`config.mk`:
```
export PLATFORM = sky130hd
export DESIGN_NAME = csv_field_splitter_core
export DESIGN_NICKNAME = d
export VERILOG_FILES = /design/src/hdl/csf_pkg.sv /design/src/hdl/csf_regs.sv /design/src/hdl/csf_front.sv /design/src/hdl/csf_queue.sv /design/src/hdl/csf_back.sv /design/src/hdl/csv_field_splitter_core.sv
export SDC_FILE = /design/constraint.sdc
export NUM_CORES = 1
export LEC_CHECK = 0
export ABC_AREA = 1
export BUFFER_PORTS_ARGS = -buffer_cell sky130_fd_sc_hd__clkbuf_2
export CORE_MARGIN = 4
export CORE_UTILIZATION = 50
export DETAILED_ROUTE_END_ITERATION = 12
export HOLD_SLACK_MARGIN = 0.05
export PLACE_DENSITY = 0.7
export RECOVER_POWER = 25
export SYNTH_ARGS = -nofsm -noshare
export SYNTH_HDL_FRONTEND = slang
export SYNTH_SLANG_ARGS = --single-unit
```
`constraint.sdc`:
```
create_clock -name clk -period 4.64 [get_ports clk]
set_input_delay 0.464 -clock clk [delete_from_list [all_inputs] [get_ports clk]]
set_output_delay 0.464 -clock clk [all_outputs]
set_load 0.03 [all_outputs]
```
`src/hdl/csf_pkg.sv`:
```
// Shared types and constants of the CSV field splitter.
`default_nettype none
package csf_pkg;

	localparam int MAX_ROW_BYTES = 65536;
	localparam int ROW_CNT_W     = $clog2(MAX_ROW_BYTES + 1);
	localparam int POS_W         = 16;
	localparam int END_W         = POS_W + 1;
	localparam int APB_AW        = 4;
	localparam int APB_DW        = 32;
	localparam int Q_DEPTH       = 2;
	localparam int Q_AW          = $clog2(Q_DEPTH);
	localparam int Q_CW          = $clog2(Q_DEPTH + 1);

	localparam logic [7:0] TERM_RESET = 8'h09;
	localparam logic [7:0] ENC_RESET  = 8'h00;
	localparam logic [7:0] ESC_RESET  = 8'h5c;

	typedef enum logic [1:0] {
		REG_TERM = 2'd0,
		REG_ENC  = 2'd1,
		REG_ESC  = 2'd2
	} reg_idx_t;

	typedef struct packed {
		logic [7:0] term;
		logic [7:0] enc;
		logic [7:0] esc;
	} cfg_t;

	// One field request from the parser to the result stage.
	typedef struct packed {
		logic [POS_W-1:0] start;
		logic [END_W-1:0] stop;
		logic             enclosed;
		logic             last;
		logic             ovf;
	} field_req_t;

endpackage
`default_nettype wire

```
`src/hdl/csf_regs.sv`:
```
// APB configuration registers of the CSV field splitter.
`default_nettype none
module csf_regs (
	input  wire                           clk,
	input  wire                           arst_n,
	input  wire                           psel,
	input  wire                           penable,
	input  wire                           pwrite,
	input  wire  [csf_pkg::APB_AW-1:0]    paddr,
	input  wire  [csf_pkg::APB_DW-1:0]    pwdata,
	output logic [csf_pkg::APB_DW-1:0]    prdata,
	output logic                          pready,
	output csf_pkg::cfg_t                 cfg
);

	csf_pkg::cfg_t cfg_q;
	logic          wr_en;
	logic [1:0]    idx;

	assign pready = 1'b1;
	assign wr_en  = psel & penable & pwrite & pready;
	assign idx    = paddr[3:2];
	assign cfg    = cfg_q;

	always_ff @(posedge clk or negedge arst_n) begin
		if (!arst_n) begin
			cfg_q.term <= csf_pkg::TERM_RESET;
			cfg_q.enc  <= csf_pkg::ENC_RESET;
			cfg_q.esc  <= csf_pkg::ESC_RESET;
		end else if (wr_en) begin
			unique case (idx)
				csf_pkg::REG_TERM: cfg_q.term <= pwdata[7:0];
				csf_pkg::REG_ENC:  cfg_q.enc  <= pwdata[7:0];
				csf_pkg::REG_ESC:  cfg_q.esc  <= pwdata[7:0];
				default: ;
			endcase
		end
	end

	always_comb begin
		prdata = '0;
		unique case (idx)
			csf_pkg::REG_TERM: prdata[7:0] = cfg_q.term;
			csf_pkg::REG_ENC:  prdata[7:0] = cfg_q.enc;
			csf_pkg::REG_ESC:  prdata[7:0] = cfg_q.esc;
			default:           prdata      = '0;
		endcase
	end

endmodule
`default_nettype wire

```
`src/hdl/csf_front.sv`:
```
// Byte parser: tracks escape and enclosure state and issues field requests.
`default_nettype none
module csf_front (
	input  wire                  clk,
	input  wire                  arst_n,
	input  csf_pkg::cfg_t        cfg,
	input  wire                  in_valid,
	input  wire  [7:0]           in_byte,
	input  wire                  in_last,
	output logic                 in_ready,
	output logic                 req_push,
	output csf_pkg::field_req_t  req,
	input  wire                  q_full
);

	logic                           esc_q;
	logic                           enc_open_q;
	logic                           enclosed_q;
	logic [csf_pkg::POS_W-1:0]      start_q;
	logic [csf_pkg::POS_W-1:0]      pos_q;
	logic                           ovf_q;
	logic [csf_pkg::ROW_CNT_W-1:0]  row_bytes_q;

	logic                           take;
	logic                           row_full;
	logic                           ovf_nx;
	logic [csf_pkg::POS_W-1:0]      pos_nx;
	logic                           at_start;
	logic                           is_esc;
	logic                           is_enc;
	logic                           is_term;
	logic                           esc_nx;
	logic                           enc_open_nx;
	logic                           enclosed_nx;

	assign in_ready = ~q_full;
	assign take     = in_valid & in_ready;
	assign row_full = (row_bytes_q == csf_pkg::ROW_CNT_W'(csf_pkg::MAX_ROW_BYTES));
	assign ovf_nx   = ovf_q | row_full;
	assign pos_nx   = (&pos_q) ? pos_q : pos_q + 1'b1;
	assign at_start = (pos_q == start_q);

	// Priority: escape, then enclosure, then terminator.
	assign is_esc  = (in_byte == cfg.esc);
	assign is_enc  = ~is_esc & (in_byte == cfg.enc) & ~esc_q & (at_start | enc_open_q);
	assign is_term = ~is_esc & ~is_enc & (in_byte == cfg.term) & ~enc_open_q & ~esc_q;

	always_comb begin
		esc_nx      = esc_q;
		enc_open_nx = enc_open_q;
		enclosed_nx = enclosed_q;
		if (is_esc) begin
			esc_nx = ~esc_q;
		end else if (is_enc) begin
			enc_open_nx = ~enc_open_q;
			if (at_start)
				enclosed_nx = 1'b1;
		end else if (is_term) begin
			enclosed_nx = 1'b0;
		end else begin
			esc_nx = 1'b0;
		end
	end

	// A terminator ends the field before itself; a bare row end includes this byte.
	always_comb begin
		req.start    = start_q;
		req.last     = in_last;
		req.ovf      = ovf_nx;
		if (is_term) begin
			req.stop     = {1'b0, pos_q};
			req.enclosed = enclosed_q;
		end else begin
			req.stop     = {1'b0, pos_q} + 1'b1;
			req.enclosed = enclosed_nx;
		end
	end

	assign req_push = take & (is_term | in_last);

	always_ff @(posedge clk or negedge arst_n) begin
		if (!arst_n) begin
			esc_q       <= 1'b0;
			enc_open_q  <= 1'b0;
			enclosed_q  <= 1'b0;
			start_q     <= '0;
			pos_q       <= '0;
			ovf_q       <= 1'b0;
			row_bytes_q <= '0;
		end else if (take) begin
			if (in_last) begin
				esc_q       <= 1'b0;
				enc_open_q  <= 1'b0;
				enclosed_q  <= 1'b0;
				start_q     <= '0;
				pos_q       <= '0;
				ovf_q       <= 1'b0;
				row_bytes_q <= '0;
			end else begin
				esc_q      <= esc_nx;
				enc_open_q <= enc_open_nx;
				enclosed_q <= enclosed_nx;
				pos_q      <= pos_nx;
				ovf_q      <= ovf_nx;
				if (is_term)
					start_q <= pos_nx;
				if (!row_full)
					row_bytes_q <= row_bytes_q + 1'b1;
			end
		end
	end

	a_start_le_pos: assert property (@(posedge clk) disable iff (!arst_n)
		start_q <= pos_q)
		else $error("field start beyond byte position");

	a_ovf_only_full: assert property (@(posedge clk) disable iff (!arst_n)
		$rose(ovf_q) |-> row_bytes_q == csf_pkg::ROW_CNT_W'(csf_pkg::MAX_ROW_BYTES))
		else $error("overflow flagged before row length limit");

endmodule
`default_nettype wire

```
`src/hdl/csf_queue.sv`:
```
// Two-entry request queue between parser and result stage.
`default_nettype none
module csf_queue (
	input  wire                  clk,
	input  wire                  arst_n,
	input  wire                  push,
	input  csf_pkg::field_req_t  push_req,
	output logic                 full,
	input  wire                  pop,
	output logic                 empty,
	output csf_pkg::field_req_t  head
);

	csf_pkg::field_req_t             mem [csf_pkg::Q_DEPTH];
	logic [csf_pkg::Q_AW-1:0]        wr_ptr_q;
	logic [csf_pkg::Q_AW-1:0]        rd_ptr_q;
	logic [csf_pkg::Q_CW-1:0]        count_q;

	assign full  = (count_q == csf_pkg::Q_CW'(csf_pkg::Q_DEPTH));
	assign empty = (count_q == '0);
	assign head  = mem[rd_ptr_q];

	always_ff @(posedge clk) begin
		if (push)
			mem[wr_ptr_q] <= push_req;
	end

	always_ff @(posedge clk or negedge arst_n) begin
		if (!arst_n) begin
			wr_ptr_q <= '0;
			rd_ptr_q <= '0;
			count_q  <= '0;
		end else begin
			if (push)
				wr_ptr_q <= wr_ptr_q + 1'b1;
			if (pop)
				rd_ptr_q <= rd_ptr_q + 1'b1;
			if (push && !pop)
				count_q <= count_q + 1'b1;
			else if (pop && !push)
				count_q <= count_q - 1'b1;
		end
	end

	a_no_overrun: assert property (@(posedge clk) disable iff (!arst_n)
		!(push && full))
		else $error("request pushed into full queue");

	a_no_underrun: assert property (@(posedge clk) disable iff (!arst_n)
		!(pop && empty))
		else $error("request popped from empty queue");

	a_count_range: assert property (@(posedge clk) disable iff (!arst_n)
		count_q <= csf_pkg::Q_CW'(csf_pkg::Q_DEPTH))
		else $error("queue count out of range");

endmodule
`default_nettype wire

```
`src/hdl/csf_back.sv`:
```
// Result stage: turns a field request into offset and length, holds the output.
`default_nettype none
module csf_back (
	input  wire                        clk,
	input  wire                        arst_n,
	input  wire                        q_empty,
	input  csf_pkg::field_req_t        head,
	output logic                       pop,
	output logic                       out_valid,
	input  wire                        out_ready,
	output logic [csf_pkg::POS_W-1:0]  out_offset,
	output logic [csf_pkg::POS_W-1:0]  out_length,
	output logic                       out_last,
	output logic                       out_ovf
);

	localparam logic [csf_pkg::END_W-1:0] POS_MAX = {1'b0, {csf_pkg::POS_W{1'b1}}};

	logic                           valid_q;
	logic [csf_pkg::POS_W-1:0]      offset_q;
	logic [csf_pkg::POS_W-1:0]      length_q;
	logic                           last_q;
	logic                           ovf_q;

	logic [csf_pkg::END_W-1:0]      start_w;
	logic [csf_pkg::END_W-1:0]      len_raw;
	logic [csf_pkg::END_W-1:0]      off_w;
	logic [csf_pkg::END_W-1:0]      len_w;

	assign pop = ~q_empty & (~valid_q | out_ready);

	always_comb begin
		start_w = {1'b0, head.start};
		len_raw = (head.stop >= start_w) ? head.stop - start_w : '0;
		off_w   = start_w;
		len_w   = len_raw;
		// Enclosed field: drop the enclosure bytes at both ends.
		if (head.enclosed) begin
			off_w = start_w + 1'b1;
			len_w = (len_raw >= csf_pkg::END_W'(2)) ? len_raw - csf_pkg::END_W'(2) : '0;
		end
	end

	always_ff @(posedge clk or negedge arst_n) begin
		if (!arst_n)
			valid_q <= 1'b0;
		else if (!valid_q || out_ready)
			valid_q <= pop;
	end

	always_ff @(posedge clk) begin
		if (pop) begin
			offset_q <= (off_w > POS_MAX) ? POS_MAX[csf_pkg::POS_W-1:0]
			                              : off_w[csf_pkg::POS_W-1:0];
			length_q <= (len_w > POS_MAX) ? POS_MAX[csf_pkg::POS_W-1:0]
			                              : len_w[csf_pkg::POS_W-1:0];
			last_q   <= head.last;
			ovf_q    <= head.ovf;
		end
	end

	assign out_valid  = valid_q;
	assign out_offset = offset_q;
	assign out_length = length_q;
	assign out_last   = last_q;
	assign out_ovf    = ovf_q;

	a_hold_on_stall: assert property (@(posedge clk) disable iff (!arst_n)
		(valid_q && !out_ready) |=> valid_q && $stable(offset_q) && $stable(length_q))
		else $error("result changed while stalled");

endmodule
`default_nettype wire

```
`src/hdl/csv_field_splitter_core.sv`:
```
// Top level of the CSV field splitter: registers, parser, queue, result stage.
//
//  port group   dir  role                      payload
//  s_*          in   row bytes, one a request  tdata[7:0]=data_byte, tlast=row_end
//  m_*          out  field results             tdata[15:0]=offset [31:16]=length,
//                                              tlast=last_field, tuser=row_overflow
//  p*           in   APB config, 3 registers   0x0 terminator, 0x4 enclosure, 0x8 escape
//
// One byte is accepted per cycle while the queue is not full; the parse state update is
// combinational compares and a 16-bit increment. m_tvalid for a field rises when its
// request, queued at the edge that accepts the byte ending it, is popped into the result
// registers. Reset clears all parse state and loads the register defaults.
// A stalled m_tready fills the two-entry queue, after which s_tready drops.
`default_nettype none
module csv_field_splitter_core (
	input  wire                         clk,
	input  wire                         arst_n,
	input  wire                         s_tvalid,
	output logic                        s_tready,
	input  wire  [7:0]                  s_tdata,   // [7:0] data_byte
	input  wire                         s_tlast,
	output logic                        m_tvalid,
	input  wire                         m_tready,
	output logic [31:0]                 m_tdata,   // [15:0] field_offset, [31:16] field_length
	output logic                        m_tlast,
	output logic                        m_tuser,   // [0] row_overflow
	input  wire                         psel,
	input  wire                         penable,
	input  wire                         pwrite,
	input  wire  [csf_pkg::APB_AW-1:0]  paddr,
	input  wire  [csf_pkg::APB_DW-1:0]  pwdata,
	output logic [csf_pkg::APB_DW-1:0]  prdata,
	output logic                        pready
);

	csf_pkg::cfg_t        cfg;
	csf_pkg::field_req_t  req;
	csf_pkg::field_req_t  head;
	logic                 req_push;
	logic                 q_full;
	logic                 q_empty;
	logic                 q_pop;
	logic [15:0]          offset;
	logic [15:0]          length;

	csf_regs u_regs (
		.clk     (clk),
		.arst_n  (arst_n),
		.psel    (psel),
		.penable (penable),
		.pwrite  (pwrite),
		.paddr   (paddr),
		.pwdata  (pwdata),
		.prdata  (prdata),
		.pready  (pready),
		.cfg     (cfg)
	);

	csf_front u_front (
		.clk      (clk),
		.arst_n   (arst_n),
		.cfg      (cfg),
		.in_valid (s_tvalid),
		.in_byte  (s_tdata),
		.in_last  (s_tlast),
		.in_ready (s_tready),
		.req_push (req_push),
		.req      (req),
		.q_full   (q_full)
	);

	csf_queue u_queue (
		.clk      (clk),
		.arst_n   (arst_n),
		.push     (req_push),
		.push_req (req),
		.full     (q_full),
		.pop      (q_pop),
		.empty    (q_empty),
		.head     (head)
	);

	csf_back u_back (
		.clk        (clk),
		.arst_n     (arst_n),
		.q_empty    (q_empty),
		.head       (head),
		.pop        (q_pop),
		.out_valid  (m_tvalid),
		.out_ready  (m_tready),
		.out_offset (offset),
		.out_length (length),
		.out_last   (m_tlast),
		.out_ovf    (m_tuser)
	);

	assign m_tdata = {length, offset};

endmodule
`default_nettype wire

```
==> results of run 1 <==
## placed cells by master, fill, tap and decap left out, types with 7 or more instances in the layout
cell and count:
a21oi_1 34, a21oi_2 11, buf_4 18, clkbuf_16 18, clkbuf_2 68, conb_1 25
dfrtp_1 76, edfxtp_1 106, ha_1 22, inv_1 148, inv_2 18, mux2i_1 10
nand2_1 388, nand2_2 11, nand3_1 57, nand4_1 29, nor2_1 77, nor2_2 11
nor3_1 14, nor4_1 9, o21ai_0 84, o21ai_1 9, o31ai_1 7, or2_2 10
xnor2_1 34, xor2_1 32
## power groups by stage
stage	Clock [mW]	Sequential [mW]	Combinational (mW)
after floorplan	0	2.77	3.24
after global placement	0	2.46	4.42
after detailed placement	0	2.48	4.48
after CTS	1.41	2.44	4.50
after global routing	1.49	2.48	5.08
final	1.38	2.44	4.47
## registers in the layout, indices dropped and copies added (netlist names), 2 cells and up
register	count
u_queue.count_q	2
u_regs.cfg	24
u_back.out_offset	16
u_back.out_length	16
u_front.start_q	16
u_queue.mem	72
u_front.row_bytes_q	17
u_front.pos_q	16
## critical path, stage by stage, from the launching register on
cell and delay (ns):
dfrtp_1 0.44, buf_12 0.24, inv_2 0.15, or2_2 0.29, o21ai_0 0.23, ha_1 0.42, nand2_1 0.10, nand2_1 0.08
nand2_2 0.08, nand2_1 0.06, nand2_2 0.07, nand3_2 0.08, nand3_2 0.09, nand2_4 0.18, nand2_1 0.17, ha_1 0.18
inv_1 0.04, nor2_1 0.21, nand3_1 0.19, nor2_1 0.26, xor2_1 0.20, a21oi_2 0.07
## cells by family after synthesis
group,Yosys count,synth area share (%)
simple gates,636,25.76
other cells,2,0.06803
mux,11,1.031
fa+ha+maj,23,2.675
xor+xnor,66,5.236
compound gates,169,8.784
flops,188,47.49
buf+inv,222,8.954
## metrics by stage
stage                     std cells  area, um2  hold WS (ns)
after detailed placement       1654      11640        0.4628
after CTS                      1686      12200        0.2050
after floorplan                1340      11130        0.1684
final                          1686      12200        0.2205
after global routing           1686      12200        0.2288
after global placement         1654      11640        0.4606
## layer usage
| metal | GRT usage [%] | wire [um] | vias up |
|---|---|---|---|
| li1 | - | - | 4413 |
| met1 | 24.04 | 9948 | 3838 |
| met2 | 34.53 | 11660 | 150 |
| met3 | 3.070 | 715 | 27 |
| met4 | 5.826 | 309 | 0 |
| met5 | 0 | 0 | - |
## worst min-delay path by stage
stage / startpoint / end / slack, ns / cells after the start
after floorplan: arst_n / u_back.out_valid / 0.17 / 0
after detailed placement: u_queue.count_q[0] / u_queue.count_q[0] / 0.46 / 1
after CTS: m_tready / u_back.out_valid / 0.21 / 2
after global placement: u_front.enclosed_q / u_front.enclosed_q / 0.46 / 2
after global routing: m_tready / u_back.out_valid / 0.23 / 2
final: m_tready / u_back.out_valid / 0.22 / 2
## area by class of cell
type	count	area, um2	area share (%)
clock buffer	19	454.2	3.723
inverter	168	630.6	5.169
timing repair buffer	88	499.2	4.092
clock inverter	13	106.4	0.8718
multi-input combinational	930	4916	40.30
sequential	188	5243	42.97
tap	280	350.3	2.872
==> out/metrics.csv, run 1 <==
stage,metric,value,unit
run_status,status,"complete, but fails checks",
run_status,violated checks,"max-capacitance violations, max-slew violations",
clock_tree,TritonCTS Buffers,17,
timing,RSZ-0062 raised after global routing,false,
pwr,NetSw,3.829,mW
pwr,Tot Pwr,8.294,mW
clock_tree,TritonCTS clock tree,done,
synthesis,Avg Synthesized Cell Area,8.382,um2
floorplanning,chip height,156.6,um
grt,first-pass GRT wire length,38.54,mm
synthesis,top cell type by total area after synthesis,edfxtp_1,
hold_path,worst hold path type,primary input to flip-flop,
setup_path,r2r startpoint,u_queue.rd_ptr_q,
pwr,P per Cell Area,679.9,mW/mm2
floorplanning,core area,0.02176,mm2
timing,setup TNS,0,ns
synthesis,ys flop type,edfxtp_1,
synthesis,"Distinct cells, synth",54,
setup_path,WP data required,4.81,ns
pwr,cell leakage power,5.522,nW
synthesis,asr flop ratio synth,43.62,%
timing,final number of hold-violating endpoints,0,
clock_tree,"Clk Latency, worst-skew pair",0.43,ns
layout,post-layout util,56.07,%
setup_path,Critical Path End Type,flip-flop,
clock_tree,clock-pin slew on the worst setup and hold paths,0.07,ns
setup_path,"Max FO, Critical Path",37,
layout,n_diodes,0,
setup_path,reg2reg setup slack,0.54,ns
floorplanning,initial core utilization,50.74,%
routing,Detail Route Antenna Nets,0,
synthesis,Gate Count Post-Synth,1317,
setup_path,r2r endpoint,u_back.out_length[11],
routing,drt drc,0,
routing,drt wl/cell,13.42,um
clock_tree,Clock Path Buffers,2,
routing,via count,8428,
setup_path,Worst Setup EP,u_back.out_length[11],
routing,initial DRC count,385,
routing,Pre-antenna DRT Iters,5,
place,DP Worst Slack,0.5474,ns
floorplanning,DIE WIDTH,156.6,um
floorplanning,# IOs,121,
setup_path,crit start category,flip-flop,
clock_tree,H-tree levels,4,
routing,vias per cell,4.999,
setup_path,Critical Path Source,u_queue.rd_ptr_q,
layout,fill count,1980,
setup_path,CP Data Arrival Time,4.27,ns
layout,layout cells sized above 1,15.15,%
pwr,Net Sw Frac,46.17,%
synthesis,warnings from Yosys,0,
floorplanning,row count,54,
timing,final setup fails,0,
layout,synth-to-layout area growth,10.51,%
synthesis,Post-Syn Area,0.01104,mm2
timing,Final Max Tran Viols,83,
synthesis,synthesized flop and latch total,188,
synthesis,Synth top cells by count,"nand2_1 (388), inv_1 (148), edfxtp_1 (106)",
timing,Fmax,0.2439,GHz
grt,number of global-route vias before repair,8195,
place,DP Wirelength,17.21,mm
grt,largest net degree at the start of global routing,83,
routing,WL final,22.63,mm
synthesis,sequential element share of the synthesized area,47.49,%
floorplanning,die area,0.02452,mm2
pwr,clock share of power,16.7,%
setup_path,CP Class,flip-flop to flip-flop,
clock_tree,CTS root buf,clkbuf_16,
pwr,Max IR drop VDD,0.0002868,V
grt,initial antenna violation count,0,
grt,GRT overflow,0,
timing,Tcrit/Tclk final,88.36,%
clock_tree,Post-CTS Setup Repair Bufs,0,
clock_tree,# clock sinks,188,
pwr,logic gate share of total power,53.9,%
timing,final clock skew,0.009227,ns
timing,relative slew slack,-34.60,%
synthesis,"top cells by area, synth","edfxtp_1 (29%), dfrtp_1 (17%), nand2_1 (13%)",
synthesis,number of synthesized flops with an enable pin,106,
place,Port Buffer Count,69,
synthesis,"count leader, synth",nand2_1,
grt,GRT Resource Usage Total,19.29,%
timing,fin worst setup slack,0.5401,ns
place,RePlAce Congestion,0.8841,
timing,fin crit period,4.100,ns
clock_tree,post-CTS sizing,0,
clock_tree,cts hold-fix bufs,0,
pwr,Seq pwr share,29.4,%
job,maxcap violations,1,
synthesis,Synth top area share,28.83,%
timing,Worst Tran Pin Value,2.019,ns
setup_path,R2R depth,21,
pwr,Internal Power,4.465,mW
layout,fin nets,1468,
(Power assumes the default switching activity.)
==> run 2: changes to the inputs <==
--- a/config.mk
+++ b/config.mk
@@ -8,10 +8,10 @@
 export ABC_AREA = 1
 export BUFFER_PORTS_ARGS = -buffer_cell sky130_fd_sc_hd__clkbuf_2
 export CORE_MARGIN = 4
-export CORE_UTILIZATION = 50
+export CORE_UTILIZATION = 60
 export DETAILED_ROUTE_END_ITERATION = 12
 export HOLD_SLACK_MARGIN = 0.05
-export PLACE_DENSITY = 0.7
+export PLACE_DENSITY = 0.86
 export RECOVER_POWER = 25
 export SYNTH_ARGS = -nofsm -noshare
 export SYNTH_HDL_FRONTEND = slang
==> out/metrics.csv, run 2 (synthesis gave the netlist of run 1 again) <==
stage,metric,value,unit
run_status,status,"complete, but fails checks",
run_status,violated checks,"max-capacitance violations, max-slew violations",
clock_tree,clock-pin slew on the worst setup and hold paths,0.07,ns
place,DP Wirelength,17.74,mm
setup_path,"Cell Chain, Critical Path",inv_2 > or2_2 > o21ai_0 > ha_1 > nand2_1 > nand2_1 > nand2_2 > nand2_1 > nand2_2 > nand3_2 > nand3_2 > nand2_4 > nand2_1 > ha_1 > inv_1 > nor2_1 > nand3_1 > nor2_1 > xor2_1 > a21oi_2,
pwr,logic gate share of total power,53.5,%
setup_path,WP data required,4.82,ns
routing,WL final,23.65,mm
clock_tree,TritonCTS Buffers,17,
timing,Fmax,0.2475,GHz
grt,first-pass GRT wire length,39.02,mm
routing,drt drc,0,
routing,initial DRC count,796,
timing,final setup fails,0,
pwr,Internal Power,4.465,mW
clock_tree,CTS root buf,clkbuf_16,
routing,WL met1,9.566,mm
grt,initial antenna violation count,0,
setup_path,"Max FO, Critical Path",24,
clock_tree,H-tree levels,4,
routing,uppermost routed layer,met4,
setup_path,CP Data Arrival Time,4.22,ns
routing,vias per cell,5.424,
timing,Tcrit/Tclk final,87.09,%
layout,max reg flops,72,
layout,fin nets,1468,
pwr,Tot Pwr,8.376,mW
layout,Top reg by flops,u_queue.mem,
setup_path,crit start category,flip-flop,
layout,design area,0.01214,mm2
setup_path,Critical path buffers and inverters,2,
routing,drt wl/cell,14.47,um
grt,number of global-route vias before repair,8422,
floorplanning,# IOs,121,
setup_path,reg2reg setup slack,0.60,ns
floorplanning,row count,49,
place,Port Buffer Count,69,
routing,Pre-antenna DRT Iters,5,
routing,via count,8869,
setup_path,largest stage delay on the critical path,0.54,ns
pwr,cell leakage power,5.530,nW
layout,"commonest non-fill, non-tap cells in the layout","nand2_1 (388), inv_1 (148), edfxtp_1 (106)",
job,maxcap violations,1,
floorplanning,die area,0.02063,mm2
setup_path,Most Frequent Cell on Critical Path,nand2_1,
timing,Worst Tran Pin Value,2.028,ns
timing,relative slew slack,-35.18,%
setup_path,"Slowest-stage cell, CP",dfrtp_2,
floorplanning,DIE WIDTH,143.6,um
timing,final clock skew,0.01146,ns
timing,final number of hold-violating endpoints,0,
pwr,NetSw,3.911,mW
timing,RSZ-0062 raised after global routing,false,
clock_tree,TritonCTS clock tree,done,
place,dpl cells,1603,
hold_path,worst hold path type,primary input to flip-flop,
pwr,Seq pwr share,29.4,%
layout,"commonest non-fill, non-tap cell in the layout",nand2_1,
routing,met2 WL,12.11,mm
setup_path,Critical Path End Type,flip-flop,
place,DP Area,0.01156,mm2
layout,layout cells sized above 1,15.36,%
floorplanning,chip height,143.6,um
timing,Final Max Tran Viols,83,
grt,GRT Resource Usage Total,23.40,%
timing,setup TNS,0,ns
clock_tree,# clock sinks,188,
clock_tree,Clock Path Buffers,2,
floorplanning,core area,0.01802,mm2
routing,met3 routed WL,1.116,mm
clock_tree,"Clk Latency, worst-skew pair",0.44,ns
routing,Detail Route Antenna Nets,0,
setup_path,Critical Path Source,u_queue.rd_ptr_q,
hold_path,HP Start,m_tready,
pwr,P per Cell Area,689.9,mW/mm2
setup_path,CP top delay family,simple AND/OR/NAND/NOR gates,
pwr,Max IR drop VDD,0.0005430,V
layout,synth-to-layout area growth,9.974,%
setup_path,CP Class,flip-flop to flip-flop,
pwr,Net Sw Frac,46.69,%
grt,GRT overflow,0,
place,RePlAce Congestion,0.9334,
layout,n_diodes,0,
layout,Non-Filler Instances,1635,
grt,largest net degree at the start of global routing,83,
floorplanning,initial core utilization,61.25,%
pwr,clock share of power,17.1,%
setup_path,r2r startpoint,u_queue.rd_ptr_q,
timing,fin crit period,4.041,ns
run 2: layout make-up:
cell class	count	area, um2
fill	1418	5884
timing repair buffer	88	486.7
clock inverter	14	142.6
sequential	188	5244
clock buffer	18	439.2
multi-input combinational	930	4911
tap	229	286.5
inverter	168	630.6
run 2: per-stage QoR:
| stage | setup WS (ns) | hold WS [ns] | utilization, % |
|---|---|---|---|
| floorplan | 0.9788 | 0.1684 | - |
| global placement | 0.5105 | 0.4613 | 64.14 |
| detailed placement | 0.4392 | 0.4672 | 64.14 |
| CTS | 0.4394 | 0.2050 | 67.37 |
| global route | 0.1590 | 0.1995 | 67.35 |
| finish | 0.5989 | 0.2231 | 67.35 |
run 2: path summary, 6_finish.rpt:
check                                             end  depth (start not counted)
worst max-delay path            u_back.out_length[11]                         20
min in group asynchronous              u_regs.cfg[11]                          1
max in group asynchronous            u_queue.rd_ptr_q                          1
worst max register to register  u_back.out_length[11]                         20
worst min register to register     u_queue.count_q[0]                          1
worst min-delay path                 u_back.out_valid                          2
run 2: power by group through the flow:
stage          clock network, mW  registers [mW]  logic (mW)
6_report                    1.43            2.46        4.48
2_1_floorplan                  0            2.77        3.24
4_1_cts                     1.45            2.46        4.48
5_1_grt                     1.52            2.50        5.02
3_3_place_gp                   0            2.47        4.34
3_5_place_dp                   0            2.50        4.46
run 2: routing by layer:
layer	GRT usage, %	vias to the layer above
li1	-	4411
met1	27.79	4117
met2	41.91	266
met3	4.459	75
met4	9.217	0
met5	0	-
run 2: timing repair:
item                       4_1_cts  5_1_grt
hold buffers                     0        0
resized for setup                0        1
setup buffers                    0        0
setup endpoints to repair        0        3
==> run 3: changes to the inputs <==
--- a/config.mk
+++ b/config.mk
@@ -11,7 +11,7 @@
 export CORE_UTILIZATION = 60
 export DETAILED_ROUTE_END_ITERATION = 12
 export HOLD_SLACK_MARGIN = 0.05
-export PLACE_DENSITY = 0.86
+export PLACE_DENSITY = 0.84
 export RECOVER_POWER = 25
 export SYNTH_ARGS = -nofsm -noshare
 export SYNTH_HDL_FRONTEND = slang
==> out/metrics.csv, run 3 (synthesis gave the netlist of run 1 again) <==
stage,metric,value,unit
run_status,status,"complete, but fails checks",
run_status,violated checks,"max-capacitance violations, max-slew violations",
routing,drt wl/cell,14.49,um
pwr,Max IR drop VDD,0.0005603,V
routing,drt drc,0,
hold_path,worst hold path type,primary input to flip-flop,
floorplanning,core area,0.01802,mm2
setup_path,CP Data Arrival Time,4.38,ns
floorplanning,# IOs,121,
pwr,P per Cell Area,691.5,mW/mm2
timing,Fmax,0.2380,GHz
layout,synth-to-layout area growth,10.08,%
place,Port Buffer Count,69,
grt,initial antenna violation count,0,
grt,GRT overflow,0,
clock_tree,H-tree levels,4,
grt,first-pass GRT wire length,38.65,mm
place,RePlAce Congestion,0.9518,
setup_path,Critical Path End Type,flip-flop,
routing,Detail Route Antenna Nets,0,
clock_tree,clock-pin slew on the worst setup and hold paths,0.07,ns
clock_tree,CTS root buf,clkbuf_16,
setup_path,Worst Setup EP,u_back.out_length[11],
timing,Worst Hold Margin,0.2221,ns
routing,WL final,23.68,mm
setup_path,Critical Path Source,u_queue.rd_ptr_q,
setup_path,CP Class,flip-flop to flip-flop,
layout,"commonest non-fill, non-tap cell in the layout",nand2_1,
layout,n_diodes,0,
timing,setup TNS,0,ns
timing,final number of hold-violating endpoints,0,
layout,fin nets,1467,
job,maxcap violations,1,
setup_path,R2R depth,20,
setup_path,r2r endpoint,u_back.out_length[11],
clock_tree,# clock sinks,188,
clock_tree,cts hold-fix bufs,0,
clock_tree,TritonCTS Buffers,17,
floorplanning,die area,0.02063,mm2
grt,GRT Resource Usage Total,23.27,%
hold_path,HP Start,m_tready,
timing,relative slew slack,-38.68,%
clock_tree,"Clk Latency, worst-skew pair",0.43,ns
timing,Tcrit/Tclk final,90.55,%
timing,final clock skew,0.007647,ns
floorplanning,chip height,143.6,um
layout,layout cells sized above 1,15.16,%
layout,Top reg by flops,u_queue.mem,
layout,fill count,1433,
routing,initial DRC count,650,
clock_tree,Post-CTS Setup Repair Bufs,0,
layout,"commonest non-fill, non-tap cells in the layout","nand2_1 (388), inv_1 (148), edfxtp_1 (106)",
grt,largest net degree at the start of global routing,83,
setup_path,r2r startpoint,u_queue.rd_ptr_q,
setup_path,reg2reg setup slack,0.44,ns
clock_tree,post-CTS sizing,0,
floorplanning,row count,49,
routing,vias per cell,5.347,
clock_tree,TritonCTS clock tree,done,
grt,number of global-route vias before repair,8356,
floorplanning,initial core utilization,61.25,%
setup_path,WP data required,4.82,ns
timing,RSZ-0062 raised after global routing,false,
routing,Pre-antenna DRT Iters,6,
timing,Final Max Tran Viols,83,
layout,FF+latch area,0.005243,mm2
place,DP Wirelength,17.73,mm
layout,max reg flops,72,
timing,fin crit period,4.202,ns
routing,via count,8737,
timing,Worst Tran Pin Value,2.080,ns
timing,final setup fails,0,
setup_path,"Max FO, Critical Path",24,
layout,Multi-input gate area,0.004916,mm2
floorplanning,DIE WIDTH,143.6,um
setup_path,crit start category,flip-flop,
pwr,cell leakage power,5.527,nW
clock_tree,Clock Path Buffers,2,
run 3: cell types whose count changed in the layout (fill, tap and decap cells not counted), moves of 2 or more:
cell	change
clkbuf_2	+2
clkinvlp_4	+2
buf_4	-2
inv_8	-6
clkbuf_16	+3
run 3: worst min path at each step:
stage	cells past startpoint	to
2_1_floorplan	0	u_back.out_valid
3_3_place_gp	2	u_front.enclosed_q
3_5_place_dp	2	u_front.enclosed_q
4_1_cts	2	u_back.out_valid
5_1_grt	2	u_back.out_valid
6_report	2	u_back.out_valid
run 3: stage by stage:
step / util (%) / instance area (um2) / setup WS [ns] / cells / total power, mW
finish: 67.42 / 12150 / 0.4384 / 1634 / 8.403
global route: 67.42 / 12150 / 0.1236 / 1634 / 9.034
CTS: 67.44 / 12160 / 0.4281 / 1634 / 8.422
detailed placement: 64.20 / 11570 / 0.4522 / 1602 / 6.984
global placement: 64.20 / 11570 / 0.5915 / 1602 / 6.842
floorplan: - / 11130 / 0.9788 / 1340 / 6.015
run 3: area by class of cell:
| type | instances | share of cell area [%] |
|---|---|---|
| Timing Repair Buffer | 87 | 4.047 |
| Clock buffer | 23 | 4.232 |
| Inverter | 168 | 5.189 |
| Clock inverter | 9 | 0.5766 |
| Multi-Input combinational cell | 930 | 40.45 |
| Tap cell | 229 | 2.358 |
| Sequential cell | 188 | 43.14 |
run 3: routing by layer:
layer / part of all wire, % / track usage, % / vias up
li1: - / - / 4428
met1: 41 / 28.06 / 4021
met2: 51 / 41.23 / 230
met3: 4.1 / 4.027 / 58
met4: 3.4 / 9.762 / 0
met5: 0 / 0 / -
run 3: critical path: stages, from the launching register on:
cell and delay [ns]:
dfrtp_1 0.63, inv_2 0.22, or2_2 0.31, o21ai_0 0.25, ha_1 0.43, nand2_1 0.10, nand2_1 0.10, nand2_2 0.10
nand2_1 0.06, nand2_2 0.07, nand3_2 0.08, nand3_2 0.09, nand2_4 0.18, nand2_1 0.17, ha_1 0.18, inv_1 0.04
nor2_1 0.21, nand3_1 0.18, nor2_1 0.25, xor2_1 0.21, a21oi_2 0.07
run 3: power by group:
part	internal, mW	total, mW	switching, mW
clock	0.793	1.43	0.633
sequential	2.27	2.46	0.185
combinational	1.46	4.52	3.06
total	4.53	8.40	3.87
